==> src/sv/pt100_pkg.sv <==
// ----------------------------------------------------------------------------
// Pt100 linearizer package
// Shared widths, knot tables, segment gradients and the stage payload type
// for the Pt100 resistance-to-temperature pipeline.
// ----------------------------------------------------------------------------
package pt100_pkg;

   // Field widths.
   localparam int RES_W  = 16;   // resistance, unsigned Q8.8 ohms
   localparam int TEMP_W = 13;   // temperature, signed 1/16 degC

   // Knot table size and the derived index widths.
   localparam int KNOT_COUNT = 36;
   localparam int SEG_IDX_W  = $clog2(KNOT_COUNT);
   localparam int KNOT_FINE_LAST = 32;   // last knot of the 5-degree grid

   // Datapath widths: the widest segment spans 5120 counts, so the offset
   // fits in 13 bits; the largest gradient is below 2**14.
   localparam int OFFS_W = 13;
   localparam int GRAD_W = 14;
   localparam int PROD_W = OFFS_W + GRAD_W;
   localparam int FRAC_SHIFT = 16;
   localparam int FRAC_W = PROD_W + 1 - FRAC_SHIFT;

   localparam logic [PROD_W:0] ROUND_HALF = (PROD_W + 1)'(32768);

   // Clamp values in 1/16 degC.
   localparam logic signed [TEMP_W-1:0] TEMP_MIN = -13'sd800;
   localparam logic signed [TEMP_W-1:0] TEMP_MAX = 13'sd4000;

   // Knot resistances in Q8.8 counts.
   localparam logic [RES_W-1:0] KNOT_RES [KNOT_COUNT] = '{
      16'd20559, 16'd21066, 16'd21573, 16'd22080, 16'd22584, 16'd23089,
      16'd23593, 16'd24095, 16'd24599, 16'd25098, 16'd25600, 16'd26099,
      16'd26598, 16'd27098, 16'd27594, 16'd28091, 16'd28588, 16'd29084,
      16'd29578, 16'd30072, 16'd30566, 16'd31058, 16'd31549, 16'd32041,
      16'd32530, 16'd33019, 16'd33508, 16'd33997, 16'd34483, 16'd34970,
      16'd35456, 16'd35940, 16'd36426, 16'd40271, 16'd45015, 16'd50135
   };

   // Q16 reciprocal gradient of the segment that ends at each knot.
   // Entry zero has no segment below it and is never selected.
   localparam logic [GRAD_W-1:0] SEG_GRAD [KNOT_COUNT] = '{
      14'd0,
      14'd10341, 14'd10341, 14'd10341, 14'd10403, 14'd10382, 14'd10403,
      14'd10444, 14'd10403, 14'd10507, 14'd10444, 14'd10507, 14'd10507,
      14'd10486, 14'd10570, 14'd10549, 14'd10549, 14'd10570, 14'd10613,
      14'd10613, 14'd10613, 14'd10656, 14'd10678, 14'd10656, 14'd10722,
      14'd10722, 14'd10722, 14'd10722, 14'd10788, 14'd10766, 14'd10788,
      14'd10832, 14'd10788, 14'd10908, 14'd11052, 14'd10240
   };

   // Located beat handed from the segment search to the interpolator.
   typedef struct packed {
      logic                 below;
      logic                 above;
      logic [SEG_IDX_W-1:0] seg;
      logic [RES_W-1:0]     res;
   } loc_type;

   // Knot temperature in 5-degree steps to 110 degC, then 150, 200, 250 degC.
   function automatic logic signed [TEMP_W-1:0] knot_temp(
      input logic [SEG_IDX_W-1:0] idx
   );
      int t;
      if (int'(idx) <= KNOT_FINE_LAST) begin
         t = -800 + 80 * int'(idx);
      end else begin
         t = 2400 + 800 * (int'(idx) - (KNOT_FINE_LAST + 1));
      end
      return TEMP_W'(t);
   endfunction

endpackage

==> src/sv/pt100_skid.sv <==
// ----------------------------------------------------------------------------
// Pt100 input skid buffer
// Holds one request beat while the pipeline is frozen, so that the request
// stall comes straight from a register.
// ----------------------------------------------------------------------------
module pt100_skid
   import pt100_pkg::*;
(
   input  logic             clock,
   input  logic             reset,
   input  logic             req_valid,
   input  logic [RES_W-1:0] req_resistance,
   output logic             req_stall,
   input  logic             advance,
   output logic             pipe_valid,
   output logic [RES_W-1:0] pipe_res
);

   logic             skid_valid_ff, skid_valid_in;
   logic [RES_W-1:0] skid_res_ff, skid_res_in;
   logic             accept;

   // A beat is taken only while the skid slot is empty.
   assign req_stall = skid_valid_ff;
   assign accept    = req_valid & ~skid_valid_ff;

   // The parked beat goes first.
   assign pipe_valid = skid_valid_ff | accept;
   assign pipe_res   = skid_valid_ff ? skid_res_ff : req_resistance;

   // Park a beat that arrives while the pipeline is frozen.
   always_comb begin
      skid_valid_in = skid_valid_ff;
      skid_res_in   = skid_res_ff;
      if (skid_valid_ff) begin
         if (advance) begin
            skid_valid_in = 1'b0;
         end
      end else if (accept && !advance) begin
         skid_valid_in = 1'b1;
         skid_res_in   = req_resistance;
      end
   end

   always_ff @(posedge clock) begin
      if (reset) begin
         skid_valid_ff <= 1'b0;
      end else begin
         skid_valid_ff <= skid_valid_in;
      end
      skid_res_ff <= skid_res_in;
   end

endmodule

==> src/sv/pt100_locate.sv <==
// ----------------------------------------------------------------------------
// Pt100 segment search
// Compares the resistance against every knot in parallel, then turns the
// thermometer code into a segment index. Two register stages.
// ----------------------------------------------------------------------------
module pt100_locate
   import pt100_pkg::*;
(
   input  logic             clock,
   input  logic             reset,
   input  logic             advance,
   input  logic             pipe_valid,
   input  logic [RES_W-1:0] pipe_res,
   output logic             loc_valid,
   output loc_type          loc
);

   localparam int INNER_N = KNOT_COUNT - 2;

   // Stage one: knot compares.
   logic               s1_valid_ff;
   logic [RES_W-1:0]   s1_res_ff;
   logic               s1_below_ff, s1_above_ff;
   logic [INNER_N-1:0] s1_ge_ff, s1_ge_in;

   // Stage two: segment index.
   logic               s2_valid_ff;
   loc_type            s2_loc_ff, s2_loc_in;

   // One compare per inner knot; bit k-1 says the resistance reached knot k.
   always_comb begin
      for (int k = 1; k <= INNER_N; k++) begin
         s1_ge_in[k-1] = pipe_res >= KNOT_RES[k];
      end
   end

   // The first inner knot not reached closes the segment; else the last one.
   always_comb begin
      s2_loc_in.seg = SEG_IDX_W'(KNOT_COUNT - 1);
      for (int k = INNER_N; k >= 1; k--) begin
         if (!s1_ge_ff[k-1]) begin
            s2_loc_in.seg = SEG_IDX_W'(k);
         end
      end
      s2_loc_in.below = s1_below_ff;
      s2_loc_in.above = s1_above_ff;
      s2_loc_in.res   = s1_res_ff;
   end

   always_ff @(posedge clock) begin
      if (reset) begin
         s1_valid_ff <= 1'b0;
         s2_valid_ff <= 1'b0;
      end else if (advance) begin
         s1_valid_ff <= pipe_valid;
         s2_valid_ff <= s1_valid_ff;
      end
      if (advance) begin
         s1_res_ff   <= pipe_res;
         s1_ge_ff    <= s1_ge_in;
         s1_below_ff <= pipe_res <= KNOT_RES[0];
         s1_above_ff <= pipe_res >= KNOT_RES[KNOT_COUNT-1];
         s2_loc_ff   <= s2_loc_in;
      end
   end

   assign loc_valid = s2_valid_ff;
   assign loc       = s2_loc_ff;

   // An inside beat always names a real segment.
   a_seg_range: assert property (@(posedge clock) disable iff (reset)
      loc_valid && !loc.below && !loc.above |->
         loc.seg != '0 && int'(loc.seg) <= KNOT_COUNT - 1)
      else $error("segment index out of range");

   // The two range flags never both come up.
   a_flags_excl: assert property (@(posedge clock) disable iff (reset)
      loc_valid |-> !(loc.below && loc.above))
      else $error("below and above range both set");

   // An inside beat lies at or above the lower knot of its segment.
   a_seg_lower: assert property (@(posedge clock) disable iff (reset)
      loc_valid && !loc.below && !loc.above |->
         loc.res >= KNOT_RES[loc.seg - SEG_IDX_W'(1)])
      else $error("resistance below its segment");

endmodule

==> src/sv/pt100_interp.sv <==
// ----------------------------------------------------------------------------
// Pt100 interpolator
// Looks up the segment constants, multiplies the offset by the reciprocal
// gradient, rounds and adds the lower knot temperature. Three register
// stages, the last being the result register.
// ----------------------------------------------------------------------------
module pt100_interp
   import pt100_pkg::*;
(
   input  logic                     clock,
   input  logic                     reset,
   input  logic                     advance,
   input  logic                     loc_valid,
   input  loc_type                  loc,
   output logic                     rsp_valid,
   output logic signed [TEMP_W-1:0] rsp_temperature,
   output logic                     rsp_below_range,
   output logic                     rsp_above_range
);

   // Stage three: segment constants and offset.
   logic                     s3_valid_ff;
   logic [OFFS_W-1:0]        s3_offs_ff, s3_offs_in;
   logic [GRAD_W-1:0]        s3_grad_ff;
   logic signed [TEMP_W-1:0] s3_tlo_ff;
   logic                     s3_below_ff, s3_above_ff;
   logic [SEG_IDX_W-1:0]     lo_idx;
   logic [RES_W-1:0]         diff;

   // Stage four: product.
   logic                     s4_valid_ff;
   logic [PROD_W-1:0]        s4_prod_ff;
   logic signed [TEMP_W-1:0] s4_tlo_ff;
   logic                     s4_below_ff, s4_above_ff;

   // Stage five: result register.
   logic                     s5_valid_ff;
   logic signed [TEMP_W-1:0] s5_temp_ff, s5_temp_in;
   logic                     s5_below_ff, s5_above_ff;
   logic [PROD_W:0]          rounded;
   logic [FRAC_W-1:0]        frac;
   logic signed [TEMP_W:0]   tsum;

   // Offset into the segment; inside the table it is below the segment span.
   assign lo_idx     = loc.seg - SEG_IDX_W'(1);
   assign diff       = loc.res - KNOT_RES[lo_idx];
   assign s3_offs_in = diff[OFFS_W-1:0];

   // Round half up, add the lower knot, or clamp at the table ends.
   assign rounded = {1'b0, s4_prod_ff} + ROUND_HALF;
   assign frac    = rounded[PROD_W:FRAC_SHIFT];
   assign tsum    = {s4_tlo_ff[TEMP_W-1], s4_tlo_ff}
                    + $signed({1'b0, (TEMP_W - FRAC_W)'(0), frac});

   always_comb begin
      priority if (s4_below_ff) begin
         s5_temp_in = TEMP_MIN;
      end else if (s4_above_ff) begin
         s5_temp_in = TEMP_MAX;
      end else begin
         s5_temp_in = tsum[TEMP_W-1:0];
      end
   end

   always_ff @(posedge clock) begin
      if (reset) begin
         s3_valid_ff <= 1'b0;
         s4_valid_ff <= 1'b0;
         s5_valid_ff <= 1'b0;
      end else if (advance) begin
         s3_valid_ff <= loc_valid;
         s4_valid_ff <= s3_valid_ff;
         s5_valid_ff <= s4_valid_ff;
      end
      if (advance) begin
         s3_offs_ff  <= s3_offs_in;
         s3_grad_ff  <= SEG_GRAD[loc.seg];
         s3_tlo_ff   <= knot_temp(lo_idx);
         s3_below_ff <= loc.below;
         s3_above_ff <= loc.above;
         s4_prod_ff  <= PROD_W'(s3_offs_ff) * PROD_W'(s3_grad_ff);
         s4_tlo_ff   <= s3_tlo_ff;
         s4_below_ff <= s3_below_ff;
         s4_above_ff <= s3_above_ff;
         s5_temp_ff  <= s5_temp_in;
         s5_below_ff <= s4_below_ff;
         s5_above_ff <= s4_above_ff;
      end
   end

   assign rsp_valid       = s5_valid_ff;
   assign rsp_temperature = s5_temp_ff;
   assign rsp_below_range = s5_below_ff;
   assign rsp_above_range = s5_above_ff;

   // A clamped low beat carries the lowest knot temperature.
   a_below_clamp: assert property (@(posedge clock) disable iff (reset)
      rsp_valid && rsp_below_range |-> rsp_temperature == TEMP_MIN)
      else $error("below-range beat not clamped");

   // A clamped high beat carries the highest knot temperature.
   a_above_clamp: assert property (@(posedge clock) disable iff (reset)
      rsp_valid && rsp_above_range |-> rsp_temperature == TEMP_MAX)
      else $error("above-range beat not clamped");

   // Interpolation never leaves the table's temperature span.
   a_temp_span: assert property (@(posedge clock) disable iff (reset)
      rsp_valid |-> rsp_temperature >= TEMP_MIN && rsp_temperature <= TEMP_MAX)
      else $error("temperature outside table span");

endmodule

==> src/sv/pt100_resistance_to_temperature.sv <==
// Path: an accepted beat passes the search registers s1 and s2, then the
//    interpolator registers s3 to s5, and waits in s5 while rsp_stall holds it.
// Throughput: one beat per cycle unless rsp_stall holds it; five-stage
//    pipeline with a single multiplier stage; all knots compare in parallel.
// Reset (synchronous, active high) clears all valid bits and the input skid.
// ----------------------------------------------------------------------------
// Pt100 resistance-to-temperature converter
// Piecewise-linear Pt100 linearization over a fixed 36-knot table with one
// constant reciprocal gradient per segment; out-of-table readings clamp.
// ----------------------------------------------------------------------------
module pt100_resistance_to_temperature
   import pt100_pkg::*;
(
   input  logic                     clock,
   input  logic                     reset,
   input  logic                     req_valid,
   input  logic [RES_W-1:0]         req_resistance,
   output logic                     req_stall,
   output logic                     rsp_valid,
   output logic signed [TEMP_W-1:0] rsp_temperature,
   output logic                     rsp_below_range,
   output logic                     rsp_above_range,
   input  logic                     rsp_stall
);

   logic             advance;
   logic             pipe_valid;
   logic [RES_W-1:0] pipe_res;
   logic             loc_valid;
   loc_type          loc;

   // The whole pipeline moves unless the result register is held.
   assign advance = ~(rsp_valid & rsp_stall);

   pt100_skid u_skid (
      .clock          (clock),
      .reset          (reset),
      .req_valid      (req_valid),
      .req_resistance (req_resistance),
      .req_stall      (req_stall),
      .advance        (advance),
      .pipe_valid     (pipe_valid),
      .pipe_res       (pipe_res)
   );

   pt100_locate u_locate (
      .clock      (clock),
      .reset      (reset),
      .advance    (advance),
      .pipe_valid (pipe_valid),
      .pipe_res   (pipe_res),
      .loc_valid  (loc_valid),
      .loc        (loc)
   );

   pt100_interp u_interp (
      .clock           (clock),
      .reset           (reset),
      .advance         (advance),
      .loc_valid       (loc_valid),
      .loc             (loc),
      .rsp_valid       (rsp_valid),
      .rsp_temperature (rsp_temperature),
      .rsp_below_range (rsp_below_range),
      .rsp_above_range (rsp_above_range)
   );

endmodule
==> config.mk <==
export PLATFORM = sky130hd
export DESIGN_NAME = pt100_resistance_to_temperature
export DESIGN_NICKNAME = d
export VERILOG_FILES = /design/src/sv/pt100_pkg.sv /design/src/sv/pt100_skid.sv /design/src/sv/pt100_locate.sv /design/src/sv/pt100_interp.sv /design/src/sv/pt100_resistance_to_temperature.sv
export SDC_FILE = /design/constraint.sdc
export NUM_CORES = 1
export LEC_CHECK = 0
export BUFFER_PORTS_ARGS = -buffer_cell sky130_fd_sc_hd__buf_2
export CAP_MARGIN = 20
export CELL_PAD_IN_SITES_DETAIL_PLACEMENT = 1
export CELL_PAD_IN_SITES_GLOBAL_PLACEMENT = 1
export CORE_MARGIN = 5
export CORE_UTILIZATION = 47
export CTS_BUF_LIST = sky130_fd_sc_hd__clkbuf_4
export CTS_CLUSTER_SIZE = 24
export DETAILED_ROUTE_END_ITERATION = 8
export GPL_TIMING_DRIVEN = 0
export PLACE_DENSITY_LB_ADDON = 0.15
export REMOVE_ABC_BUFFERS = 1
export SYNTH_ARGS = -nofsm -noshare
export SYNTH_HDL_FRONTEND = slang
export SYNTH_SLANG_ARGS = --single-unit
==> constraint.sdc <==
create_clock -name clock -period 7.1 [get_ports clock]
set_clock_uncertainty 0.05 [all_clocks]
set_input_delay 1.775 -clock clock [delete_from_list [all_inputs] [get_ports clock]]
set_output_delay 1.775 -clock clock [all_outputs]
set_load 0.02 [all_outputs]
Word level (Yosys, flattened, before mapping)
Memories as Yosys holds them, arrays and structs flattened. A register that Yosys moved wholly into a read port is not among the register bits.
Index checks and enable logic that the tools add are counted.
{"block": "word_totals", "reg_bits": 177, "latchBits": 0, "mem_bits_rw": 0, "mem_bits_ro": 1920, "inputBits": 20, "output_inout_bits": 17, "word_cells": 136, "memories": 2}
{"name": "(name not given)", "words": 64, "width": 16, "rd": 1, "rd_clocked_by_memory_dff": 0, "wr": 0, "line_no": "pt100_interp.sv:46", "rtl": "assign diff = loc.res - KNOT_RES[lo_idx];"}
{"name": "(name not given)", "words": 64, "width": 14, "rd": 1, "rd_clocked_by_memory_dff": 1, "wr": 0, "line_no": "pt100_interp.sv:77", "rtl": "s3_grad_ff <= SEG_GRAD[loc.seg];"}
{"block": "classes", "add_sub_neg": 7, "multipliers": 3, "n_div": 0, "order_cmp": 38, "n_eq_ne": 0, "shift": 0, "n_mux": 41, "bitwise_logic": 6, "reduce_logical": 8}
{"op": "$ge 16x15->1 const B", "n": 24}
{"op": "$ge 16x16->1 const B", "n": 11}
{"op": "$mux 5", "n": 16}
{"op": "$mux 13", "n": 4}
{"op": "$mul 6x32->8 const A", "n": 1}
{"op": "$mux 4", "n": 8}
{"op": "$reduce_and 31->1", "n": 1}
{"op": "$add 27x16->28 const B", "n": 1}
{"op": "$mul 13x14->27", "n": 1}
{"op": "$le 16x15->1 const B", "n": 1}
{"op": "$mux 16", "n": 1}
{"op": "$reduce_and 15->1", "n": 1}
{"op": "$not 6->7", "n": 2}
{"op": "$add 11x13->13 const A", "n": 1}
{"op": "$add 13x13->13", "n": 1}
{"op": "$add 13x13->13 const A", "n": 1}
{"op": "$sub 13x13->13", "n": 1}
{"op": "$mux 3", "n": 4}
{"op": "$mul 3x6->9 const A", "n": 1}
{"op": "$mux 2", "n": 4}
{"op": "$ge 7x7->1 const B", "n": 1}
{"op": "$reduce_and 7->1", "n": 1}
{"op": "$sub 6x6->7 const B", "n": 1}
{"op": "$le 6x6->1 const B", "n": 1}
{"op": "10 further kinds", "n": 14}

Longest topological paths before layout
Gate-level depths: netlist of run 1.
{"block": "depth", "depth_word": 33, "depth_mapped": 21, "mapped_depth_nobuf": 20}

Modules after synthesis
A second synthesis of run 1 with hierarchy kept.
{"block": "unflattened", "cells_unflattened": 1548, "area_unflattened_um2": 15263.4}
{"mod": "pt100_interp", "n_inst": 1, "cells_each": 1132, "area_each_um2": 10537.6, "seq_area_each_um2": 2252.2}
{"mod": "pt100_locate", "n_inst": 1, "cells_each": 377, "area_each_um2": 3955.0, "seq_area_each_um2": 2322.2}
{"mod": "pt100_skid", "n_inst": 1, "cells_each": 38, "area_each_um2": 767.0, "seq_area_each_um2": 500.5}
{"mod": "pt100_resistance_to_temperature", "n_inst": 1, "cells_each": 1, "area_each_um2": 3.8, "seq_area_each_um2": 0.0}

Worst setup path after synthesis of run 1
Ideal clock, no wire load.
{"block": "synth_timing", "path_kind": "input-to-reg", "from": "input rsp_stall", "to": "register u_skid.skid_res_ff[0] (enable)", "setup_time_ns": 0.414, "arrival_time_ns": 6.454, "required_ns": 6.636, "slack_ns": 0.182, "cell_stages": 2, "path_buffers": 0, "path_cell_list": "nand2_1 -> nor3b_1"}
{"block": "synth_via", "elab_chain_len": 3}
{"element": "from (decl)", "line_no": "pt100_resistance_to_temperature.sv:23", "rtl": "input logic rsp_stall"}
{"element": "$and 1x1->1", "line_no": "pt100_resistance_to_temperature.sv:33", "rtl": "assign advance = ~(rsp_valid & rsp_stall);"}
{"element": "$logic_and 1x1->1", "line_no": "pt100_skid.sv:39", "rtl": "end else if (accept && !advance) begin"}
{"element": "$reduce_and 2->1 (no source line)"}
{"element": "to (signal assigned)", "line_no": "pt100_skid.sv:51", "rtl": "skid_res_ff <= skid_res_in;"}
{"element": "to (decl)", "line_no": "pt100_skid.sv:20", "rtl": "logic [RES_W-1:0] skid_res_ff, skid_res_in;"}
No other way between the ends.
A chain may end at the register's enable or synchronous reset.

Worst setup path after layout of run 1
{"block": "layout_timing", "from": "register u_locate.s2_loc_ff, in the netlist u_locate.loc[16]", "to": "register u_interp.s3_tlo_ff[12] (data pin)"}
{"block": "layout_via", "elab_chain_len": 5, "elab_cells_between_ends": 8, "classes_between": "4 x add/sub; 2 x mul; 1 x order compare; 1 x mux"}
{"element": "from (decl)", "line_no": "pt100_locate.sv:28", "rtl": "loc_type s2_loc_ff, s2_loc_in;"}
{"element": "from (signal assigned)", "line_no": "pt100_locate.sv:63", "rtl": "s2_loc_ff <= s2_loc_in;"}
{"element": "$sub 6x1->6 *", "line_no": "pt100_interp.sv:45", "rtl": "assign lo_idx = loc.seg - SEG_IDX_W'(1);"}
{"element": "via u_interp.lo_idx[0]", "line_no": "pt100_interp.sv:27", "rtl": "logic [SEG_IDX_W-1:0] lo_idx;"}
{"element": "$sub 6x6->7", "line_no": "pt100_pkg.sv:69", "rtl": "t = 2400 + 800 * (int'(idx) - (KNOT_FINE_LAST + 1));"}
{"element": "$mul 6x32->8", "line_no": "pt100_pkg.sv:69"}
{"element": "$add 13x13->13", "line_no": "pt100_pkg.sv:69"}
{"element": "$mux 13 *", "line_no": "pt100_pkg.sv:66", "rtl": "if (int'(idx) <= KNOT_FINE_LAST) begin"}
{"element": "to (signal assigned)", "line_no": "pt100_interp.sv:78", "rtl": "s3_tlo_ff <= knot_temp(lo_idx);"}
{"element": "to (decl)", "line_no": "pt100_interp.sv:25", "rtl": "logic signed [TEMP_W-1:0] s3_tlo_ff;"}
Mark *: on every way through the listed nets, which the timed path passes. The rest lies on a longest branch.

==> results of run 1 <==
==> kinds of logic after synthesis <==
| kind of cell | Yosys count | share of synthesized area, % |
|---|---|---|
| buffers and inverters | 245 | 6.592 |
| and+or+nand+nor | 438 | 14.27 |
| adders and majority gates | 239 | 26.68 |
| AOI/OAI and AO/OA | 293 | 13.04 |
| muxes | 17 | 1.209 |
| DFF | 165 | 34.02 |
| xor gates and xnor gates | 67 | 4.183 |
==> how the worst min path moves through the flow <==
stage / start / end / slack (ns)
floorplan: u_locate.loc[22] / u_interp.s3_above_ff / 0.35
global placement: u_interp.s3_below_ff / u_interp.s4_below_ff / 0.35
detailed placement: u_locate.s1_below_ff / u_locate.loc[23] / 0.36
CTS: u_interp.s3_above_ff / u_interp.s4_above_ff / 0.38
global route: u_interp.s3_above_ff / u_interp.s4_above_ff / 0.39
finish: u_interp.s3_above_ff / u_interp.s4_above_ff / 0.37
==> state kept, by name, indices dropped and copies added (netlist names), 9 cells and up <==
| register | cells |
|---|---|
| u_locate.loc | 21 |
| u_interp.s3_offs_ff | 13 |
| u_interp.rsp_temperature | 13 |
| u_locate.s1_res_ff | 13 |
| u_locate.s1_ge_ff | 34 |
| u_interp.s3_grad_ff | 11 |
| u_interp.s4_tlo_ff | 9 |
| u_interp.s3_tlo_ff | 9 |
| u_skid.skid_res_ff | 16 |
| u_interp.s4_prod_ff | 12 |
==> stage by stage <==
stage | setup WS, ns | instances | cell area (um2)
2_1_floorplan | 0.1822 | 1401 | 14120
4_1_cts | 0.6384 | 1871 | 15210
3_3_place_gp | -2.087 | 1833 | 14800
6_report | 0.6411 | 1873 | 15220
5_1_grt | 0.2035 | 1873 | 15220
3_5_place_dp | 0.6665 | 1839 | 14930
==> routing by layer <==
metal	GRT usage (%)	routed length, um	up-vias
met2	39.16	18310	249
met4	5.461	653	0
met5	0	0	-
li1	-	-	5044
met1	29.82	16680	5332
met3	3.299	1436	52
==> worst max-delay path: stages (launching register included) <==
cell and delay, ns:
edfxtp_1 0.98, inv_1 0.50, ha_1 0.42, inv_1 0.10, ha_1 0.58, clkinv_1 0.54, ha_1 0.53, inv_1 0.10
ha_1 0.28, inv_1 0.05, fa_1 0.53, inv_1 0.04, ha_1 0.27, inv_1 0.05, fa_1 0.43, xnor2_1 0.14
xnor2_1 0.19, xnor2_1 0.15, xnor2_1 0.10, nand2_1 0.07, nand3_1 0.10
==> final cells by class <==
cell class,count,area (um2),share of cell area (%)
timing repair buffer,43,307.8,2.022
sequential,165,4895,32.15
antenna,1,2.502,0.01644
clock buffer,17,127.6,0.8383
inverter,182,683.2,4.488
multi-input combinational,1054,8564,56.26
tap,396,495.5,3.255
clock inverter,15,147.6,0.9698
==> cells in the final DEF (no fill, tap or decap), drive strengths merged, types with 7 or more instances in the layout <==
master	instances
nor2b	15
clkbuf	17
and2	67
and3	8
xnor2	48
edfxtp	159
nor3	26
fa	113
nand4	11
a21o	11
or3	9
o21ai	75
mux2i	14
clkinv	9
o21bai	11
inv	184
a211oi	11
o22ai	8
o211ai	14
ha	126
a31oi	17
nand2	184
o21a	7
nor2	67
xor2	19
nand3	35
buf	43
a21oi	84
==> results.toml, run 1 <==
[synthesis]
synthTopCellsByArea = "edfxtp_1 33%, fa_1 16%, ha_1 11%, nand2_1 4.8%, inv_1 4.5%"
synth_common_cells = "184 x nand2_1, 174 x inv_1, 159 x edfxtp_1, 126 x ha_1, 113 x fa_1"
async_flop_share_pct = 0
synth_top_area_share_pct = 33.19
ys.flop_type = "edfxtp_1"
synth_edf_count = 159
ys_ff_latch = 165
synth_area_leader_cell = "edfxtp_1"
yosysWarnings = 0
synth.most_common_cell = "nand2_1"
syn-instance-count = 1464
synth.distinct_cells = 71
yosysSeqAreaShare_pct = 34.02
avgSynthCellArea_um2 = 9.828
syn-cell-area_mm2 = 0.01439

[route]
via_per_inst = 5.700
routed_wl_um = 37080
wl_per_cell_um = 19.80
first_pass_iters = 5
vias = 10680
dr.first_iter.drc_count = 683
drtAntennaViolNets = 0
drc = 0

[clock_tree]
cts_resized = 0
cts_inserted_buffers = 17
clkTransAtPathRegs_ns = 0.15
cts_max_level = 4
postCtsSetupRepairBufs = 0
insertion_delay_ns = 0.62
tritoncts = "yes"
cts.sinks = 165
clk_path_buf_depth = 2
root_buffer = "clkbuf_4"
cts_hold_buf = 0

[floorplan]
dieArea_mm2 = 0.03421
die_y_um = 185.0
num_io_pins = 37
die_w_um = 185.0
rows = 64
start_util_pct = 47.28
core_mm2 = 0.03043

[finish]
area_growth_pct = 5.810
num-fill-cells = 3445
drive_above_1_share_pct = 6.911
nets = 1722
utilization_pct = 50.03

[sta]
holdWs_ns = 0.3731
slew_viol_final = 0
fin_crit_sh_pct = 90.97
rsz0062_at_grt = "false"
fin_tns_setup_ns = 0
hold_viol = 0
worst_pin_slew_ns = 1.097
slew_headroom_pct = 26.36
setup_violations = 0
period_needed_ns = 6.459
max_freq_ghz = 0.1548

[setup_path]
reg2regPathDepth = 20
crit_start = "u_locate.loc[16]"
path_class = "flop to flop"
end_kind = "flop"
r2r_end = "u_interp.s3_tlo_ff[12]"
crit_path_start_kind = "flop"
r2r_slack_ns = 0.64
endpoint = "u_interp.s3_tlo_ff[12]"
worst-path-max-fanout = 24
required_ns = 7.42
critical_path_arrival_ns = 6.78
worstReg2RegStart = "u_locate.loc[16]"

[global_routing]
grt_pass1_wl_um = 60730
gr-usage-all-layers_pct = 22.51
grt_overflow = 0
grt_max_degree = 78
grt_pass1_vias = 11230
antenna_found_initial = 1

[status]
status = "completed"

[min_path]
worstHoldPathCells = 0
hold_class = "flop to flop"

[placement]
dp_hpwl_um = 28790
gp_congestion = 0.9308
portBuffers = 36

[flow_run]
maxCapViolations = 0
Power of run 1 is not shown: default switching activity piles up to over one toggle a cycle in this logic, so the estimate is an artifact.
==> inputs of run 2 (changes only) <==
--- a/config.mk
+++ b/config.mk
@@ -15,7 +15,7 @@
 export CTS_CLUSTER_SIZE = 24
 export DETAILED_ROUTE_END_ITERATION = 8
 export GPL_TIMING_DRIVEN = 0
-export PLACE_DENSITY_LB_ADDON = 0.15
+export PLACE_DENSITY_LB_ADDON = 0.1
 export REMOVE_ABC_BUFFERS = 1
 export SYNTH_ARGS = -nofsm -noshare
 export SYNTH_HDL_FRONTEND = slang
==> results.toml, run 2 (synthesis results as in run 1) <==
[finish]
regMostFlops = "u_locate.s1_ge_ff"
largest_reg_flops = 34
nets = 1724
drive_above_1_share_pct = 6.770
area_growth_pct = 5.905
final_common_cell = "nand2_1"
most-common-layout-cells = "183 x nand2_1, 174 x inv_1, 159 x edfxtp_1, 126 x ha_1, 113 x fa_1"
num-fill-cells = 3509

[min_path]
hold_class = "flop to flop"
hold_end = "u_interp.s4_tlo_ff[6]"
worstHoldPathCells = 0
min_from = "u_interp.s3_tlo_ff[6]"

[flow_run]
maxCapViolations = 0

[route]
vias = 10590
via_per_inst = 5.645
drc = 0
wl_per_cell_um = 19.89
first_pass_iters = 5
routed_wl_um = 37310
dr.first_iter.drc_count = 695
drtAntennaViolNets = 0

[sta]
period_needed_ns = 6.679
slew_headroom_pct = 29.95
hold_viol = 0
setup_violations = 0
worst_pin_slew_ns = 1.051
slew_viol_final = 0
max_freq_ghz = 0.1497
finalWorstSetupSlack_ns = 0.4211
rsz0062_at_grt = "false"
fin_crit_sh_pct = 94.07

[clock_tree]
clkTransAtPathRegs_ns = 0.14
root_buffer = "clkbuf_4"
cts_inserted_buffers = 17
cts_resized = 0
clk_path_buf_depth = 2
postCtsSetupRepairBufs = 0
tritoncts = "yes"
cts.sinks = 165
cts_hold_buf = 0
cts_max_level = 4
insertion_delay_ns = 0.61

[setup_path]
worstReg2RegStart = "u_locate.loc[16]"
critical_path_arrival_ns = 7.00
crit_buf_inv = 3
end_kind = "flop"
cp_common_cell = "ha_1"
r2r_slack_ns = 0.42
reg2regPathDepth = 18
slowest_delay_ns = 1.01
worst-path-max-fanout = 24
cpMaxStageDelayCell = "edfxtp_1"
required_ns = 7.42
path_class = "flop to flop"
cp_cell_sequence = "inv_1, ha_1, inv_1, ha_1, clkinv_1, nand2_1, and3_1, a2111oi_0, nor3_1, ha_1, a21o_1, a21oi_1, nor2b_1, o211ai_1, nand2_1, a41oi_1, a21oi_1, xnor2_1"
r2r_end = "u_interp.s3_offs_ff[12]"
crit_path_start_kind = "flop"
cp_top_family = "adder cells"

[placement]
gp_congestion = 0.9535
portBuffers = 36
place_ws_ns = 0.5828
dp_hpwl_um = 28800

[floorplan]
die_w_um = 185.0
num_io_pins = 37
rows = 64
start_util_pct = 47.28
dieArea_mm2 = 0.03421
core_mm2 = 0.03043
die_y_um = 185.0

[status]
status = "completed"

[global_routing]
antenna_found_initial = 2
gr-usage-all-layers_pct = 22.65
grt_overflow = 0
grt_pass1_wl_um = 61000
grt_max_degree = 78
grt_pass1_vias = 11280
==> run 2: changes by cell type in the layout (fill, tap and decap cells not counted), sizes merged <==
cell    change
inv         -3
buf         +2
diode       +2
clkbuf      +1
bufinv      +1
==> run 2: how the worst max path moves through the flow <==
stage	startpoint	endpoint	slack (ns)	cells after the start
final	u_locate.loc[16]	u_interp.s3_offs_ff[12]	0.42	18
after floorplan	rsp_stall	u_skid.skid_res_ff[0]	0.18	2
after global placement	rsp_stall	u_skid.skid_res_ff[0]	-2.12	3
after CTS	u_locate.loc[16]	u_interp.s3_offs_ff[12]	0.52	18
after global routing	u_locate.loc[16]	u_interp.s3_tlo_ff[12]	0.04	20
after detailed placement	u_locate.loc[16]	u_interp.s3_offs_ff[12]	0.58	18
==> run 2: layer usage <==
metal | vias to the layer above | GRT usage, % | wire, um
li1 | 5042 | - | -
met1 | 5337 | 31.72 | 17620
met3 | 36 | 3.064 | 1079
met4 | 0 | 5.167 | 569
met2 | 175 | 37.77 | 18040
met5 | - | 0 | 0
==> run 2: cell type report <==
type                       count  area [um2]  share of cell area, %
timing repair buffer          45       326.6                  2.143
tap                          396       495.5                  3.252
inverter                     182       683.2                  4.483
multi-input combinational   1054        8561                  56.18
clock inverter                13       133.9                 0.8786
clock buffer                  18       135.1                 0.8868
antenna                        3       7.507                0.04927
sequential                   165        4895                  32.12
==> run 2: worst reg2reg max path: cells and delay by family (launching register included) <==
family / cells / cell delay [ns]
buffers and inverters: 3 / 1.17
xor gates and xnor gates: 1 / 0.37
AOI/OAI and AO/OA: 6 / 1.23
and+or+nand+nor: 5 / 1.20
DFF: 1 / 1.01
adders and majority gates: 3 / 1.41
==> run 2: per-stage QoR <==
stage                     utilization, %  hold slack (ns)  setup TNS (ns)  std cells  area, um2
after CTS                          49.98           0.3767               0       1871      15210
final                              50.07           0.3822               0       1876      15240
after floorplan                        -           0.3503               0       1401      14120
after detailed placement           49.09           0.3566               0       1840      14940
after global routing               50.07           0.3863               0       1876      15240
after global placement             48.63           0.3527          -33.83       1833      14800
Power of run 2 is left out for the same reason.
